===== config.mk =====
export PLATFORM = sky130hd
export DESIGN_NAME = text_line_frame_parser
export DESIGN_NICKNAME = d
export VERILOG_FILES = /design/src/rtl/tlfp_pkg.sv /design/src/rtl/tlfp_queue.sv /design/src/rtl/tlfp_front.sv /design/src/rtl/tlfp_back.sv /design/src/rtl/text_line_frame_parser.sv
export VERILOG_INCLUDE_DIRS = /design/src /design/src/rtl
export SDC_FILE = /design/constraint.sdc
export NUM_CORES = 1
export LEC_CHECK = 0
export BUFFER_PORTS_ARGS = -buffer_cell sky130_fd_sc_hd__buf_4
export CAP_MARGIN = 20
export CELL_PAD_IN_SITES_DETAIL_PLACEMENT = 2
export CELL_PAD_IN_SITES_GLOBAL_PLACEMENT = 2
export CORE_MARGIN = 1
export CORE_UTILIZATION = 45
export DETAILED_ROUTE_END_ITERATION = 12
export HOLD_SLACK_MARGIN = 0.08
export PLACE_DENSITY_LB_ADDON = 0.1
export SLEW_MARGIN = 25
export SYNTH_ARGS = -nofsm -noshare
export SYNTH_HDL_FRONTEND = slang
export SYNTH_SLANG_ARGS = --single-unit

===== constraint.sdc =====
create_clock -name i_clk -period 3.3 [get_ports i_clk]
set_input_delay 0.165 -clock i_clk [delete_from_list [all_inputs] [get_ports i_clk]]
set_output_delay 0.165 -clock i_clk [all_outputs]
set_load 0.01 [all_outputs]

===== src/rtl/text_line_frame_parser_assert.svh =====
// Assertion macros shared by the text line frame parser modules.
`ifndef TEXT_LINE_FRAME_PARSER_ASSERT_SVH
`define TEXT_LINE_FRAME_PARSER_ASSERT_SVH

// Check that the consequent holds in the same cycle as the antecedent.
`define TLFP_ASSERT_SAME(lbl, ante, cons, msg) \
    lbl: assert property (@(posedge i_clk) disable iff (!i_rst_n) (ante) |-> (cons)) \
        else $error(msg);

// Check that the consequent holds in the cycle after the antecedent.
`define TLFP_ASSERT_NEXT(lbl, ante, cons, msg) \
    lbl: assert property (@(posedge i_clk) disable iff (!i_rst_n) (ante) |=> (cons)) \
        else $error(msg);

`endif


===== src/rtl/tlfp_pkg.sv =====
// Shared constants and types for the text line frame parser.
package tlfp_pkg;

    // Frame and line limits
    localparam int FRAME_MAX    = 512;
    localparam int LINE_MAX     = 64;
    localparam int RECENT_DEPTH = 10;
    localparam int END_LEN      = 9;
    localparam int Q_DEPTH      = 4;

    // Derived widths
    localparam int CNT_W   = $clog2(FRAME_MAX + 1);
    localparam int LEN_SAT = LINE_MAX + 3;
    localparam int LEN_W   = $clog2(LEN_SAT + 1);
    localparam int IDX_W   = $clog2(LINE_MAX);
    localparam int N_W     = $clog2(LINE_MAX + 1);
    localparam int ADDR_W  = IDX_W + 1;
    localparam int QP_W    = $clog2(Q_DEPTH);
    localparam int QC_W    = $clog2(Q_DEPTH + 1);

    // Character codes
    localparam logic [7:0] CHAR_CR = 8'd13;
    localparam logic [7:0] CHAR_LF = 8'd10;

    // Frame end text "Checksum<TAB>", oldest byte first
    localparam logic [7:0] END_TEXT [0:END_LEN-1] = '{
        8'h43, 8'h68, 8'h65, 8'h63, 8'h6B, 8'h73, 8'h75, 8'h6D, 8'h09
    };

    // Result kinds
    typedef enum logic [2:0] {
        K_BYTE  = 3'd0,
        K_EMPTY = 3'd1,
        K_OK    = 3'd2,
        K_BAD   = 3'd3,
        K_OVER  = 3'd4
    } t_kind;

    // Command from the classifier to the emitter
    typedef struct packed {
        t_kind          kind;
        logic [N_W-1:0] len;
        logic           trunc;
        logic           bank;
    } t_cmd;

    // Line store write port
    typedef struct packed {
        logic              en;
        logic [ADDR_W-1:0] addr;
        logic [7:0]        data;
    } t_wr;

    // Bank release from the emitter
    typedef struct packed {
        logic valid;
        logic bank;
    } t_rel;

endpackage


===== src/rtl/tlfp_queue.sv =====
// Short command queue between the classifier and the emitter.
module tlfp_queue (
    input  logic           i_clk,
    input  logic           i_rst_n,
    input  logic           i_push,
    input  tlfp_pkg::t_cmd i_cmd,
    input  logic           i_pop,
    output tlfp_pkg::t_cmd o_head,
    output logic           o_empty,
    output logic           o_full
);

    tlfp_pkg::t_cmd                 r_slot [tlfp_pkg::Q_DEPTH];
    logic [tlfp_pkg::QP_W-1:0]      r_wp;
    logic [tlfp_pkg::QP_W-1:0]      r_rp;
    logic [tlfp_pkg::QC_W-1:0]      r_cnt;
    logic                           do_push;
    logic                           do_pop;

    assign o_empty = (r_cnt == '0);
    assign o_full  = (r_cnt == tlfp_pkg::QC_W'(tlfp_pkg::Q_DEPTH));
    assign o_head  = r_slot[r_rp];
    assign do_push = i_push && !o_full;
    assign do_pop  = i_pop && !o_empty;

    // Store pushed commands
    always_ff @(posedge i_clk) begin
        if (do_push) begin
            r_slot[r_wp] <= i_cmd;
        end
    end

    // Advance pointers and fill count
    always_ff @(posedge i_clk) begin
        if (!i_rst_n) begin
            r_wp  <= '0;
            r_rp  <= '0;
            r_cnt <= '0;
        end else begin
            if (do_push) begin
                r_wp <= r_wp + 1'b1;
            end
            if (do_pop) begin
                r_rp <= r_rp + 1'b1;
            end
            if (do_push && !do_pop) begin
                r_cnt <= r_cnt + 1'b1;
            end else if (!do_push && do_pop) begin
                r_cnt <= r_cnt - 1'b1;
            end
        end
    end

endmodule


===== src/rtl/tlfp_front.sv =====
// Byte classifier: frame phase, checksum, line capture and command issue.
`include "text_line_frame_parser_assert.svh"

module tlfp_front (
    input  logic           i_clk,
    input  logic           i_rst_n,
    input  logic           i_valid,
    input  logic [7:0]     i_rx_byte,
    output logic           o_stall,
    input  logic           i_q_full,
    output logic           o_push,
    output tlfp_pkg::t_cmd o_cmd,
    output tlfp_pkg::t_wr  o_wr,
    input  tlfp_pkg::t_rel i_rel
);

    typedef enum logic {
        PH_IDLE,
        PH_FRAME
    } t_phase;

    t_phase                          r_phase, n_phase;
    logic [tlfp_pkg::CNT_W-1:0]      r_cnt, n_cnt;
    logic [7:0]                      r_sum, n_sum;
    logic [tlfp_pkg::LEN_W-1:0]      r_len, n_len;
    logic [7:0]                      r_recent [tlfp_pkg::RECENT_DEPTH];
    logic [7:0]                      n_recent [tlfp_pkg::RECENT_DEPTH];
    logic                            r_bank, n_bank;
    logic [1:0]                      r_busy, n_busy;

    logic                            acc;
    logic [tlfp_pkg::CNT_W-1:0]      cnt_inc;
    logic [7:0]                      sum_inc;
    logic [tlfp_pkg::LEN_W-1:0]      len_inc;
    logic [tlfp_pkg::LEN_W-1:0]      content;
    logic                            trunc;
    logic [tlfp_pkg::N_W-1:0]        line_n;
    logic                            crlf;
    logic                            end_hit;
    logic                            set_busy;

    assign acc     = i_valid && !o_stall;
    assign o_stall = i_q_full || r_busy[r_bank];
    assign cnt_inc = r_cnt + 1'b1;
    assign sum_inc = r_sum + i_rx_byte;
    assign len_inc = (r_len == tlfp_pkg::LEN_W'(tlfp_pkg::LEN_SAT)) ? r_len : r_len + 1'b1;
    assign content = (len_inc >= tlfp_pkg::LEN_W'(2)) ? len_inc - tlfp_pkg::LEN_W'(2) : '0;
    assign trunc   = (content > tlfp_pkg::LEN_W'(tlfp_pkg::LINE_MAX));
    assign line_n  = trunc ? tlfp_pkg::N_W'(tlfp_pkg::LINE_MAX) : tlfp_pkg::N_W'(content);
    assign crlf    = (i_rx_byte == tlfp_pkg::CHAR_LF) && (r_recent[0] == tlfp_pkg::CHAR_CR);

    // Match the nine bytes before this one against the end text
    always_comb begin
        end_hit = 1'b1;
        for (int x = 0; x < tlfp_pkg::END_LEN; x++) begin
            if (r_recent[tlfp_pkg::END_LEN - 1 - x] != tlfp_pkg::END_TEXT[x]) begin
                end_hit = 1'b0;
            end
        end
    end

    // Write frame bytes into the current bank while the line fits
    always_comb begin
        o_wr.en   = acc && (r_phase == PH_FRAME)
                    && (r_len < tlfp_pkg::LEN_W'(tlfp_pkg::LINE_MAX));
        o_wr.addr = {r_bank, r_len[tlfp_pkg::IDX_W-1:0]};
        o_wr.data = i_rx_byte;
    end

    // Classify the accepted byte
    always_comb begin
        n_phase   = r_phase;
        n_cnt     = r_cnt;
        n_sum     = r_sum;
        n_len     = r_len;
        n_recent  = r_recent;
        n_bank    = r_bank;
        set_busy  = 1'b0;
        o_push    = 1'b0;
        o_cmd.kind  = tlfp_pkg::K_OVER;
        o_cmd.len   = '0;
        o_cmd.trunc = 1'b0;
        o_cmd.bank  = r_bank;
        if (acc) begin
            n_recent[0] = i_rx_byte;
            for (int i = 1; i < tlfp_pkg::RECENT_DEPTH; i++) begin
                n_recent[i] = r_recent[i-1];
            end
            n_sum = sum_inc;
            n_cnt = cnt_inc;
            if (r_phase == PH_FRAME) begin
                n_len = len_inc;
            end
            if (cnt_inc >= tlfp_pkg::CNT_W'(tlfp_pkg::FRAME_MAX)) begin
                // Frame limit: drop everything and report
                o_push     = 1'b1;
                o_cmd.kind = tlfp_pkg::K_OVER;
                n_phase    = PH_IDLE;
                n_cnt      = '0;
                n_sum      = '0;
                n_len      = '0;
                for (int i = 0; i < tlfp_pkg::RECENT_DEPTH; i++) begin
                    n_recent[i] = '0;
                end
            end else if (r_phase == PH_IDLE) begin
                if (crlf) begin
                    n_phase = PH_FRAME;
                    n_len   = '0;
                end
            end else if (crlf) begin
                // Line close: hand the bank over when it holds bytes
                o_push = 1'b1;
                n_len  = '0;
                if (line_n == '0) begin
                    o_cmd.kind = tlfp_pkg::K_EMPTY;
                end else begin
                    o_cmd.kind  = tlfp_pkg::K_BYTE;
                    o_cmd.len   = line_n;
                    o_cmd.trunc = trunc;
                    set_busy    = 1'b1;
                    n_bank      = ~r_bank;
                end
            end else if (end_hit) begin
                // Frame end: judge the sum and reset
                o_push     = 1'b1;
                o_cmd.kind = (sum_inc == 8'd0) ? tlfp_pkg::K_OK : tlfp_pkg::K_BAD;
                n_phase    = PH_IDLE;
                n_cnt      = '0;
                n_sum      = '0;
                n_len      = '0;
                for (int i = 0; i < tlfp_pkg::RECENT_DEPTH; i++) begin
                    n_recent[i] = '0;
                end
            end
        end
    end

    // Track which banks are still being emitted
    always_comb begin
        n_busy = r_busy;
        if (i_rel.valid) begin
            n_busy[i_rel.bank] = 1'b0;
        end
        if (set_busy) begin
            n_busy[r_bank] = 1'b1;
        end
    end

    // Hold classifier state
    always_ff @(posedge i_clk) begin
        if (!i_rst_n) begin
            r_phase <= PH_IDLE;
            r_cnt   <= '0;
            r_sum   <= '0;
            r_len   <= '0;
            r_bank  <= 1'b0;
            r_busy  <= '0;
            for (int i = 0; i < tlfp_pkg::RECENT_DEPTH; i++) begin
                r_recent[i] <= '0;
            end
        end else begin
            r_phase  <= n_phase;
            r_cnt    <= n_cnt;
            r_sum    <= n_sum;
            r_len    <= n_len;
            r_bank   <= n_bank;
            r_busy   <= n_busy;
            r_recent <= n_recent;
        end
    end

    `TLFP_ASSERT_SAME(a_wr_free_bank, o_wr.en, !r_busy[o_wr.addr[tlfp_pkg::IDX_W]], "line write into a bank still being emitted")
    `TLFP_ASSERT_SAME(a_push_room, o_push, !i_q_full, "command pushed into a full queue")
    `TLFP_ASSERT_SAME(a_idle_over_only, o_push && (r_phase == PH_IDLE), o_cmd.kind == tlfp_pkg::K_OVER, "idle byte issued a frame command")

endmodule


===== src/rtl/tlfp_back.sv =====
// Result emitter: line store and output register.
`include "text_line_frame_parser_assert.svh"

module tlfp_back (
    input  logic           i_clk,
    input  logic           i_rst_n,
    input  tlfp_pkg::t_wr  i_wr,
    input  logic           i_q_empty,
    input  tlfp_pkg::t_cmd i_head,
    output logic           o_pop,
    output tlfp_pkg::t_rel o_rel,
    output logic           o_valid,
    output logic [2:0]     o_kind,
    output logic [7:0]     o_data,
    output logic           o_last,
    output logic           o_truncated,
    input  logic           i_stall
);

    typedef enum logic [1:0] {
        S_IDLE,
        S_FETCH,
        S_EMIT
    } t_state;

    logic [7:0]                  r_mem [2**tlfp_pkg::ADDR_W];
    logic [7:0]                  r_rd_data;

    t_state                      r_state, n_state;
    logic [tlfp_pkg::IDX_W-1:0]  r_idx, n_idx;
    logic                        r_ov, n_ov;
    tlfp_pkg::t_kind             r_kind, n_kind;
    logic [7:0]                  r_data, n_data;
    logic                        r_last, n_last;
    logic                        r_trunc, n_trunc;

    logic                        out_free;
    logic                        is_last;

    assign out_free    = !r_ov || !i_stall;
    assign is_last     = (tlfp_pkg::N_W'(r_idx) + tlfp_pkg::N_W'(1)) == i_head.len;
    assign o_valid     = r_ov;
    assign o_kind      = r_kind;
    assign o_data      = r_data;
    assign o_last      = r_last;
    assign o_truncated = r_trunc;

    // Line store: write from the classifier, registered read for emission
    always_ff @(posedge i_clk) begin
        if (i_wr.en) begin
            r_mem[i_wr.addr] <= i_wr.data;
        end
        if (r_state == S_FETCH) begin
            r_rd_data <= r_mem[{i_head.bank, r_idx}];
        end
    end

    // Walk commands and fill the output register
    always_comb begin
        n_state = r_state;
        n_idx   = r_idx;
        n_ov    = r_ov;
        n_kind  = r_kind;
        n_data  = r_data;
        n_last  = r_last;
        n_trunc = r_trunc;
        o_pop   = 1'b0;
        o_rel.valid = 1'b0;
        o_rel.bank  = i_head.bank;
        if (r_ov && !i_stall) begin
            n_ov = 1'b0;
        end
        case (r_state)
            S_IDLE: begin
                if (!i_q_empty) begin
                    if (i_head.kind == tlfp_pkg::K_BYTE) begin
                        n_idx   = '0;
                        n_state = S_FETCH;
                    end else if (out_free) begin
                        n_ov    = 1'b1;
                        n_kind  = i_head.kind;
                        n_data  = '0;
                        n_last  = 1'b1;
                        n_trunc = i_head.trunc;
                        o_pop   = 1'b1;
                    end
                end
            end
            S_FETCH: begin
                n_state = S_EMIT;
            end
            S_EMIT: begin
                if (out_free) begin
                    n_ov    = 1'b1;
                    n_kind  = tlfp_pkg::K_BYTE;
                    n_data  = r_rd_data;
                    n_last  = is_last;
                    n_trunc = i_head.trunc;
                    if (is_last) begin
                        o_pop       = 1'b1;
                        o_rel.valid = 1'b1;
                        n_state     = S_IDLE;
                    end else begin
                        n_idx   = r_idx + 1'b1;
                        n_state = S_FETCH;
                    end
                end
            end
            default: begin
                n_state = S_IDLE;
            end
        endcase
    end

    // Hold state and output register
    always_ff @(posedge i_clk) begin
        if (!i_rst_n) begin
            r_state <= S_IDLE;
            r_idx   <= '0;
            r_ov    <= 1'b0;
        end else begin
            r_state <= n_state;
            r_idx   <= n_idx;
            r_ov    <= n_ov;
        end
        r_kind  <= n_kind;
        r_data  <= n_data;
        r_last  <= n_last;
        r_trunc <= n_trunc;
    end

    `TLFP_ASSERT_SAME(a_rel_in_emit, o_rel.valid, r_state == S_EMIT, "bank released outside emission")
    `TLFP_ASSERT_SAME(a_line_nonzero, !i_q_empty && (i_head.kind == tlfp_pkg::K_BYTE), i_head.len != '0, "line command with no bytes")
    `TLFP_ASSERT_SAME(a_idx_in_line, r_state != S_IDLE, tlfp_pkg::N_W'(r_idx) < i_head.len, "line index past line length")
    `TLFP_ASSERT_NEXT(a_fetch_to_emit, r_state == S_FETCH, r_state == S_EMIT, "read not followed by emission")

endmodule


===== src/rtl/text_line_frame_parser.sv =====
// Top level of the CR LF text frame parser with modulo-256 checksum.
//
// Takes one received byte per item and reports text lines and frame verdicts.
// An input item is taken whenever o_stall is low. o_stall rises while the
// four-entry command queue is full, or while the line bank that the next
// bytes would fill is still being sent out (the line store has two banks of
// 64 bytes, so one line can be emitted while the next is captured).
// Each line byte result passes through a line store read, then the output
// register; empty line, frame ok, bad sum and overflow results go straight
// to the output register. No clearing pass follows reset: only bytes of
// the current line are ever read back.
module text_line_frame_parser (
    input  logic       i_clk,
    input  logic       i_rst_n,
    input  logic       i_valid,
    input  logic [7:0] i_rx_byte,
    output logic       o_stall,
    output logic       o_valid,
    output logic [2:0] o_kind,
    output logic [7:0] o_data,
    output logic       o_last,
    output logic       o_truncated,
    input  logic       i_stall
);

    tlfp_pkg::t_cmd push_cmd;
    tlfp_pkg::t_cmd head_cmd;
    tlfp_pkg::t_wr  line_wr;
    tlfp_pkg::t_rel bank_rel;
    logic           push;
    logic           pop;
    logic           q_empty;
    logic           q_full;

    // Classify incoming bytes
    tlfp_front u_front (
        .i_clk     (i_clk),
        .i_rst_n   (i_rst_n),
        .i_valid   (i_valid),
        .i_rx_byte (i_rx_byte),
        .o_stall   (o_stall),
        .i_q_full  (q_full),
        .o_push    (push),
        .o_cmd     (push_cmd),
        .o_wr      (line_wr),
        .i_rel     (bank_rel)
    );

    // Buffer commands
    tlfp_queue u_queue (
        .i_clk   (i_clk),
        .i_rst_n (i_rst_n),
        .i_push  (push),
        .i_cmd   (push_cmd),
        .i_pop   (pop),
        .o_head  (head_cmd),
        .o_empty (q_empty),
        .o_full  (q_full)
    );

    // Emit results
    tlfp_back u_back (
        .i_clk       (i_clk),
        .i_rst_n     (i_rst_n),
        .i_wr        (line_wr),
        .i_q_empty   (q_empty),
        .i_head      (head_cmd),
        .o_pop       (pop),
        .o_rel       (bank_rel),
        .o_valid     (o_valid),
        .o_kind      (o_kind),
        .o_data      (o_data),
        .o_last      (o_last),
        .o_truncated (o_truncated),
        .i_stall     (i_stall)
    );

endmodule


# Word-level counts from Yosys, hierarchy flattened

Memory sizes are Yosys's and may differ from the RTL's. A register that Yosys moved wholly into a read port is not among the register bits.
Cells that the tools add are included.

Register bits: 130
Bits in writable memories: 1072
Output and inout port bits: 15
Memories: 2

Bitwise operators: 6
$lt $le $gt $ge: 8
Eq/ne operators: 22
Reductions and logical operators: 32
Muxes and demuxes: 112
Add/subtract/negate cells: 10

Memory list:

| memory         | depth | bits a word | rd ports | clocked after Yosys merged registers in | wr ports | RTL line         | RTL |
|---|---|---|---|---|---|---|---|
| u_back.r_mem   | 128   | 8           | 1        | 1                                       | 1        | tlfp_back.sv:26  | `logic [7:0] r_mem [2**tlfp_pkg::ADDR_W];` |
| u_queue.r_slot | 4     | 12          | 1        | 1                                       | 1        | tlfp_queue.sv:13 | `tlfp_pkg::t_cmd r_slot [tlfp_pkg::Q_DEPTH];` |

Operators with widths:

| operator                                               | number |
|---|---|
| 2-to-1 mux 80 bit                                      | 4 |
| 2-to-1 mux 8 bit                                       | 11 |
| inequality test 8 x 7 -> 1 bit (second input constant) | 8 |
| 2-to-1 mux 7 bit                                       | 9 |
| 2-to-1 mux 1 bit                                       | 52 |
| 2-to-1 mux 10 bit                                      | 4 |
| 2-to-1 mux 3 bit                                       | 9 |
| 2-to-1 mux 6 bit                                       | 4 |
| 2-to-1 mux 11 bit                                      | 2 |
| equality test 8 x 4 -> 1 bit (second input constant)   | 2 |
| one-hot mux 8 bit (2 select lines)                     | 1 |
| AND reduction 5 bit                                    | 3 |
| 2-to-1 mux 2 bit                                       | 7 |
| one-hot mux 6 bit (2 select lines)                     | 1 |
| logical AND 1 bit                                      | 11 |
| adder 10 x 1 -> 10 bit (second input constant)         | 1 |
| >= comparator 10 bit (second input constant)           | 1 |
| adder 8 bit                                            | 1 |
| zero test 8 bit                                        | 1 |
| inequality test 8 x 4 -> 1 bit (second input constant) | 1 |
| one-hot mux 1 bit (2 select lines)                     | 4 |
| adder 6 x 1 -> 7 bit (second input constant)           | 1 |
| adder 7 x 1 -> 7 bit (second input constant)           | 1 |
| equality test 7 bit                                    | 1 |
| 30 further kinds                                       | 50 |

# Longest topological paths before layout

Gate-level depths: netlist (run 1).

Word-level depth: 20
Gate-level depth with buffers: 13
Mapped depth without buffers: 12

# Cells and area by module

A second synthesis (run 1) with hierarchy kept.

Cell total of the unflattened synthesis: 2915
Area total of the unflattened synthesis: 48875.6 sq um

Modules (own cells, without submodules):

| module     | cells each | area an instance (sq um) | times used |
|---|---|---|---|
| tlfp_back  | 2234       | 41753.8                  | 1 |
| tlfp_front | 571        | 4904.7                   | 1 |
| tlfp_queue | 110        | 2217.1                   | 1 |

# Least setup slack after synthesis (run 1)

OpenSTA, ideal clock, no wires.

Path type: register to register
Start point: reg (tool-made name)
End point: reg u_queue.r_cnt[2] in the netlist's numbering
Cell stages (with the launch flop): 13
Clock period less this slack: 3.134 ns
Arrival time: 3.064 ns
Required time: 3.230 ns
Library setup time: 0.070 ns
Slack: 0.166 ns
Cells stage by stage: dfxtp_1 buf_6 mux4_1 or3_1 nand4_1 nor3_2 o21ai_0 ha_1 inv_1 fa_1 xor2_1 or3_1 a21oi_1

RTL lines:

| what                 | RTL line         | RTL |
|---|---|---|
| to (signal assigned) | tlfp_queue.sv:47 | `r_cnt <= r_cnt + 1'b1;` |
| to (signal assigned) | tlfp_queue.sv:49 | `r_cnt <= r_cnt - 1'b1;` |
| to (decl)            | tlfp_queue.sv:16 | `logic [tlfp_pkg::QC_W-1:0] r_cnt;` |

# Worst setup path in the final report (run 1)

Start point: reg u_front.r_recent[74] in the netlist's numbering
End point: reg u_queue.r_cnt[2] in the netlist's numbering

Longest elaborated chain between the ends: 11
Elaborated cells between the ends (all ways): 15

Ends and longest elaborated chain:

| what                           | RTL line          | RTL |
|---|---|---|
| from (decl)                    | tlfp_front.sv:26  | `logic [7:0] r_recent [tlfp_pkg::RECENT_DEPTH];` |
| from (signal assigned)         | tlfp_front.sv:168 | `r_recent <= n_recent;` |
| inequality test 8 x 4 -> 1 bit | tlfp_front.sv:56  | `if (r_recent[tlfp_pkg::END_LEN - 1 - x] != tlfp_pkg::END_TEXT[x]) begin` |
| 2-to-1 mux 1 bit               | tlfp_front.sv:56  |  |
| 2-to-1 mux 1 bit               | tlfp_front.sv:123 | `end else if (end_hit) begin` |
| 2-to-1 mux 1 bit *             | tlfp_front.sv:110 | `end else if (crlf) begin` |
| 2-to-1 mux 1 bit *             | tlfp_front.sv:105 | `end else if (r_phase == PH_IDLE) begin` |
| 2-to-1 mux 1 bit *             | tlfp_front.sv:94  | `if (cnt_inc >= tlfp_pkg::CNT_W'(tlfp_pkg::FRAME_MAX)) begin` |
| 2-to-1 mux 1 bit *             | tlfp_front.sv:84  | `if (acc) begin` |
| logical AND 1 bit *            | tlfp_queue.sv:23  | `assign do_push = i_push && !o_full;` |
| via u_queue.do_push            | tlfp_queue.sv:17  | `logic do_push;` |
| zero test 1 bit                | tlfp_queue.sv:48  | `end else if (!do_push && do_pop) begin` |
| logical AND 1 bit              | tlfp_queue.sv:48  |  |
| nonzero test 2 bit (no line)   | --                |  |

The timed path passes the listed nets; every way through them passes the cells marked *.
A chain may end at the register's enable or synchronous reset.

==> run_results.csv, run 1 <==
group,metric,value,unit
outcome,outcome,"finished clean",
logic_synthesis,synth_area_leaders,"edfxtp_1, mux4_2, dfxtp_1",
timing,relSlewSlack,36.2,%
final_layout,final_cell_area,55700,µm²
logic_synthesis,yosys_warnings,0,
clock_tree,h-tree-depth,4,
power,finalPower,31.6,mW
final_layout,drive_gt1_share,28.3,%
route,wl_met1,58.0,mm
worst_setup_path,reg2reg_depth,12,
clock_tree,clk_latency,0.75,ns
timing,worst_slew_pin_slew,0.957,ns
timing,hold-worst-slack,0.119,ns
worst_setup_path,cpMostUsedCell,"nor4_4",
die,pin_count,27,
route,via_per_inst,6.09,
power,peakVddDrop,409,µV
route,drt_iter0_markers,2443,
final_layout,layout.nets,2834,
global_route,grt_pass1_wl,204,mm
timing,finalCritPeriodShare,98.6,%
worst_setup_path,worst-setup-path-type,"register to register",
logic_synthesis,synthFlopType,"edfxtp_1",
final_layout,fin_util,53.0,%
timing,period_needed,3.25,ns
worst_setup_path,endpoint_kind,"register",
worst_setup_path,reg2reg_slack,0.05,ns
die,initial_utilization,45.4,%
route,routed_wl,140,mm
final_layout,register_area,35200,µm²
logic_synthesis,yosysMostFrequentCell,"edfxtp_1",
die,die_x,328,µm
hold_path,min_to,"u_back.r_mem[119][5]",
logic_synthesis,yosysUniqueCellTypes,72,
worst_setup_path,r2r-start,"u_front.r_recent[74]",
logic_synthesis,synth_edf_count,1093,
global_route,grt_pass1_vias,28628,
logic_synthesis,synth_top_cell_area_share,68.8,%
logic_synthesis,async_reset_ff_share,0,%
timing,drv_slew,0,
logic_synthesis,syn-mean-instance-area,19.0,µm²
final_layout,stdcell_count,4293,
worst_setup_path,r2r-end,"u_queue.r_cnt[2]",
placed_design,dp.final_hpwl,86.5,mm
global_route,globalRouteOverflowTotal,0,
route,ant_nets,0,
timing,worst_slack,0.0475,ns
logic_synthesis,synth-seq-area-share,73.8,%
global_route,grt_max_degree,95,
clock_tree,cts_made_buffers,134,
clock_tree,tritoncts,"yes",
hold_path,min_path_type,"input port to register",
worst_setup_path,critPathMaxStageDelay,0.55,ns
logic_synthesis,syn-num-nets,2540,
global_route,antenna_found_initial,7,
timing,setup_viol,0,
final_layout,fillers,9135,
power,p_leak,17.6,nW
placed_design,place_ws,-0.325,ns
route,wire_per_inst,32.7,µm
final_layout,multi_input_area,11900,µm²
logic_synthesis,syn_area,47700,µm²
route,firstDrtPassIters,5,
clock_tree,cts_sinks,1212,
clock_tree,root_buffer,"clkbuf_16",
worst_setup_path,worstPathCellList,"nor4_4, nand4b_1, or4b_4, nor4_4, buf_4, o21a_1, ha_2, inv_2, fa_2, xor2_2, or3_4, a21oi_2",
global_route,grt_use_total,26.5,%
route,dr.max_layer_used,"met5",
route,met3WireLength,7.39,mm
worst_setup_path,required,3.97,ns
die,core_area,105000,µm²
clock_tree,cts_buffer_depth,3,
route,met2_length,71.0,mm
hold_path,min_from,"i_rx_byte[5]",
placed_design,io_buffer_count,26,
route,drc,0,
worst_setup_path,critPathSlowestCell,"or4b_4",
die,die_area,107000,µm²
route,via_count,26125,
logic_synthesis,netlist_instances,2509,
clock_tree,clkTransAtPathRegs,0.06,ns
placed_design,place_area,51300,µm²
logic_synthesis,synthTopCellsByCount,"edfxtp_1, mux4_2, nor2_1",
logic_synthesis,yosys.area.top_type,"edfxtp_1",
die,die_y,328,µm
worst_setup_path,startpoint_type,"register",
timing,fmax,307,MHz
timing,finalHoldViolations,0,
power,p_per_area,567,nW/µm²
die,fp-row-count,119,
worst_setup_path,path_max_fanout,2,
timing,skew,0.0239,ns
run,maxCapViolCount,0,
worst_setup_path,critical_path_arrival,3.92,ns
placed_design,place_congestion,0.794,
logic_synthesis,ys_seq_elements,1212,
final_layout,syn_to_final_growth,16.7,%
timing,rsz0062_at_grt,"yes",
timing,setup_tns,0,ns
placed_design,placed_cells,4042,
hold_path,worstHoldPathCells,2,
-- cell families after synthesis --
family | after synthesis | share of synthesized area (%)
fa+ha+maj | 19 | 0.530
xor+xnor | 27 | 0.590
flops | 1212 | 73.8
compound gates | 272 | 4.01
buf+inv | 157 | 1.46
mux | 306 | 14.3
simple gates | 516 | 5.26
-- placed cells by master, fill, tap and decap left out, drive strengths merged, types with 17 or more instances in the layout --
master and count:
a22oi 145, a31oi 19, and2 22, nor2 272, a21oi 21, nand3 45, buf 296, clkinv 51
dfxtp 119, ha 17, clkbuf 173, nand2 41, edfxtp 1093, o21ai 39, mux4 299
-- report_power, final --
| group | internal [mW] | switching, mW |
|---|---|---|
| logic | 0.118 | 0.400 |
| registers | 16.7 | 0.0210 |
| clock network | 8.18 | 6.13 |
-- worst max path at each step --
stage / endpoint / from / slack (ns) / cells past startpoint
2_1_floorplan: u_queue.r_cnt[2] / register / 0.17 / 12
3_3_place_gp: u_queue.r_cnt[2] / u_front.r_recent[63] / -0.36 / 12
3_5_place_dp: u_queue.r_cnt[2] / u_front.r_recent[63] / -0.33 / 12
4_1_cts: u_queue.r_cnt[2] / u_front.r_recent[63] / -0.03 / 12
5_1_grt: u_queue.r_cnt[2] / u_front.r_recent[74] / -0.09 / 12
6_report: u_queue.r_cnt[2] / u_front.r_recent[74] / 0.05 / 12
-- metal layers --
metal / track usage, % / up-vias
li1: - / 10876
met2: 44.5 / 833
met3: 4.44 / 230
met1: 35.5 / 14182
met5: 0 / -
met4: 8.55 / 4
-- timing repair --
action                                  in CTS  in global routing
endpoints found under the setup margin       6                 33
pin swaps                                    2                  7
setup buffers                                1                  1
hold buffers                                12                  0
hold endpoints to repair                    91                  0
resized for setup                           11                 26
-- critical path: cells and delay by family, from the launching register on --
family                   cells  cell delay [ns]
AND/OR/NAND/NOR              5             1.67
adder cells (fa/ha/maj)      2             0.55
flip-flops                   1             0.34
AO/OA/AOI/OAI                2             0.25
buffers and inverters        2             0.22
XOR/XNOR                     1             0.16
-- registers in the layout, indices dropped and copies added, names as in the netlist, 2 cells and up, named ones only --
name	cells
u_front.r_len	7
u_back.o_data	8
u_queue.r_wp	2
u_queue.r_rp	2
u_front.r_recent	72
u_front.r_sum	8
u_back.r_idx	6
u_queue.r_slot	48
u_front.r_busy	2
u_back.o_kind	3
u_queue.r_cnt	3
u_back.r_mem	1024
u_front.r_cnt	10
u_back.r_state	2
u_back.r_rd_data	8
-- area by class of cell --
| cell class | count | area share (%) |
|---|---|---|
| inverters | 7 | 0.0494 |
| clock buffers | 173 | 6.55 |
| diodes | 1 | 0.00449 |
| flip-flops and latches | 1212 | 63.3 |
| repair buffers | 308 | 4.76 |
| clock inverters | 61 | 0.818 |
| well taps | 1391 | 3.13 |
| multi-input cells | 1140 | 21.4 |
Note: power is estimated with default switching activity, not from simulation.
==> run 2: changes to the inputs <==
--- a/config.mk
+++ b/config.mk
@@ -8,13 +8,11 @@
 export LEC_CHECK = 0
 export BUFFER_PORTS_ARGS = -buffer_cell sky130_fd_sc_hd__buf_4
 export CAP_MARGIN = 20
-export CELL_PAD_IN_SITES_DETAIL_PLACEMENT = 2
-export CELL_PAD_IN_SITES_GLOBAL_PLACEMENT = 2
 export CORE_MARGIN = 1
-export CORE_UTILIZATION = 45
+export CORE_UTILIZATION = 57
 export DETAILED_ROUTE_END_ITERATION = 12
 export HOLD_SLACK_MARGIN = 0.08
-export PLACE_DENSITY_LB_ADDON = 0.1
+export PLACE_DENSITY = 0.76
 export SLEW_MARGIN = 25
 export SYNTH_ARGS = -nofsm -noshare
 export SYNTH_HDL_FRONTEND = slang
==> run 2 against run 1 <==
  * Flip-flop and latch count unchanged
  * Largest power group unchanged
  * Setup slack improved by 0.047 ns
  * Fmax increased by 1.5%
  * Non-clock buffer count is 106 lower
==> run_results.csv, run 2 (synthesized netlist as in run 1, its figures left out) <==
group,metric,value,unit
global_route,grt_pass1_vias,25602,
clock_tree,h-tree-depth,3,
final_layout,syn_to_final_growth,13.8,%
timing,period_needed,3.21,ns
worst_setup_path,worst-setup-path-type,"register to register",
outcome,outcome,"finished clean",
worst_setup_path,startpoint_type,"register",
timing,drv_slew,0,
route,dr.max_layer_used,"met4",
die,fp-row-count,105,
final_layout,fillers,5169,
clock_tree,cts_sinks,1212,
timing,relSlewSlack,31.1,%
timing,setup_viol,0,
final_layout,multi_input_area,11900,µm²
final_layout,layout.nets,2708,
route,wire_per_inst,28.1,µm
die,core_area,82500,µm²
global_route,grt_max_degree,129,
route,ant_nets,0,
global_route,grt_pass1_wl,163,mm
worst_setup_path,r2r-end,"u_back.r_rd_data[4]",
worst_setup_path,critical_path_arrival,3.61,ns
timing,finalHoldViolations,0,
route,met2_length,53.9,mm
global_route,grt_use_total,25.8,%
worst_setup_path,endpoint_kind,"register",
placed_design,place_area,49900,µm²
global_route,antenna_found_initial,1,
clock_tree,cts_made_buffers,114,
route,met3WireLength,9.42,mm
final_layout,regMostFlops,"u_back.r_mem",
clock_tree,root_buffer,"clkbuf_16",
clock_tree,cts_buffer_depth,3,
die,pin_count,27,
power,p_per_area,578,nW/µm²
hold_path,min_from,"i_rx_byte[3]",
route,routed_wl,108,mm
worst_setup_path,reg2reg_slack,0.09,ns
final_layout,largestRegisters,"u_back.r_mem: 1024 flops, u_front.r_recent: 72 flops, u_queue.r_slot: 48 flops",
route,wl_met1,41.2,mm
placed_design,place_ws,-0.0509,ns
timing,worst_slew_pin_slew,1.03,ns
clock_tree,clk_latency,0.70,ns
route,drt_iter0_markers,3363,
die,initial_utilization,57.8,%
power,finalPower,31.4,mW
placed_design,place_congestion,0.901,
run,maxCapViolCount,0,
worst_setup_path,required,3.70,ns
worst_setup_path,timing.critical_path.from,"u_back.r_idx[1]",
final_layout,final_cell_mix,"edfxtp_1, mux4_2, nor2_1",
route,firstDrtPassIters,6,
route,via_count,25374,
final_layout,drive_gt1_share,25.7,%
die,die_x,291,µm
power,p_leak,17.0,nW
final_layout,register_area,35200,µm²
clock_tree,clkTransAtPathRegs,0.06,ns
clock_tree,tritoncts,"yes",
final_layout,final_common_cell,"edfxtp_1",
final_layout,final_cell_area,54300,µm²
worst_setup_path,reg2reg_depth,8,
placed_design,dp.final_hpwl,63.9,mm
timing,fmax,312,MHz
power,peakVddDrop,465,µV
hold_path,worstHoldPathCells,5,
final_layout,largest_reg_flops,1024,
timing,skew,0.0264,ns
die,die_area,84800,µm²
worst_setup_path,endpoint,"u_back.r_rd_data[4]",
global_route,globalRouteOverflowTotal,0,
worst_setup_path,path_max_fanout,105,
placed_design,io_buffer_count,26,
timing,finalCritPeriodShare,97.2,%
worst_setup_path,r2r-start,"u_back.r_idx[1]",
route,drc,0,
route,via_per_inst,6.59,
timing,worst_slack,0.0940,ns
die,die_y,291,µm
hold_path,min_path_type,"input port to register",
run 2: final cells by class:
class	instances	share of cell area, %
clock inverters	82	1.98
well taps	1070	2.47
diodes	1	0.00461
clock buffers	134	5.56
repair buffers	202	3.10
flip-flops and latches	1212	64.9
inverters	7	0.0507
multi-input cells	1140	22.0
run 2: routing by layer:
| layer | track usage (%) | vias to the layer above |
|---|---|---|
| li1 | - | 10633 |
| met1 | 35.3 | 13137 |
| met2 | 42.6 | 1382 |
| met3 | 4.06 | 222 |
| met4 | 9.23 | 0 |
| met5 | 0 | - |
run 2: worst min-delay path by stage:
stage,to,slack (ns)
2_1_floorplan,u_back.r_mem[0][0],0.26
3_3_place_gp,u_back.r_state[1],0.45
3_5_place_dp,u_back.r_state[1],0.45
4_1_cts,u_front.r_sum[3],0.12
5_1_grt,u_front.r_sum[3],0.19
6_report,u_front.r_sum[3],0.14
run 2: critical path, cell delays in order (launching register included):
cell,delay [ns]
dfxtp_4,0.39
buf_12,0.43
buf_4,0.47
mux4_2,0.37
a22oi_1,0.30
a31oi_1,0.22
o22ai_1,0.32
buf_4,0.19
a221oi_1,0.05
run 2: timing repair:
action	in CTS	in global routing
gates resized for setup	8	17
hold endpoints to repair	78	0
setup buffers	0	2
hold buffers	11	0
pin swaps	0	2
endpoints found under the setup margin	5	33
run 2: report_power, final:
group	switching, mW	internal, mW
clock	5.78	8.38
combinational	0.361	0.103
sequential	0.0205	16.7
total	6.16	25.2
run 2: stage by stage:
step | std cells | utilization (%) | TNS [ns] | hold WS (ns)
after floorplan | 2509 | - | 0 | 0.264
final | 3848 | 65.8 | 0 | 0.144
after CTS | 3844 | 65.7 | 0 | 0.124
after detailed placement | 3617 | 60.5 | -0.0586 | 0.451
after global routing | 3848 | 65.8 | -0.0287 | 0.187
after global placement | 3617 | 60.5 | -0.129 | 0.454
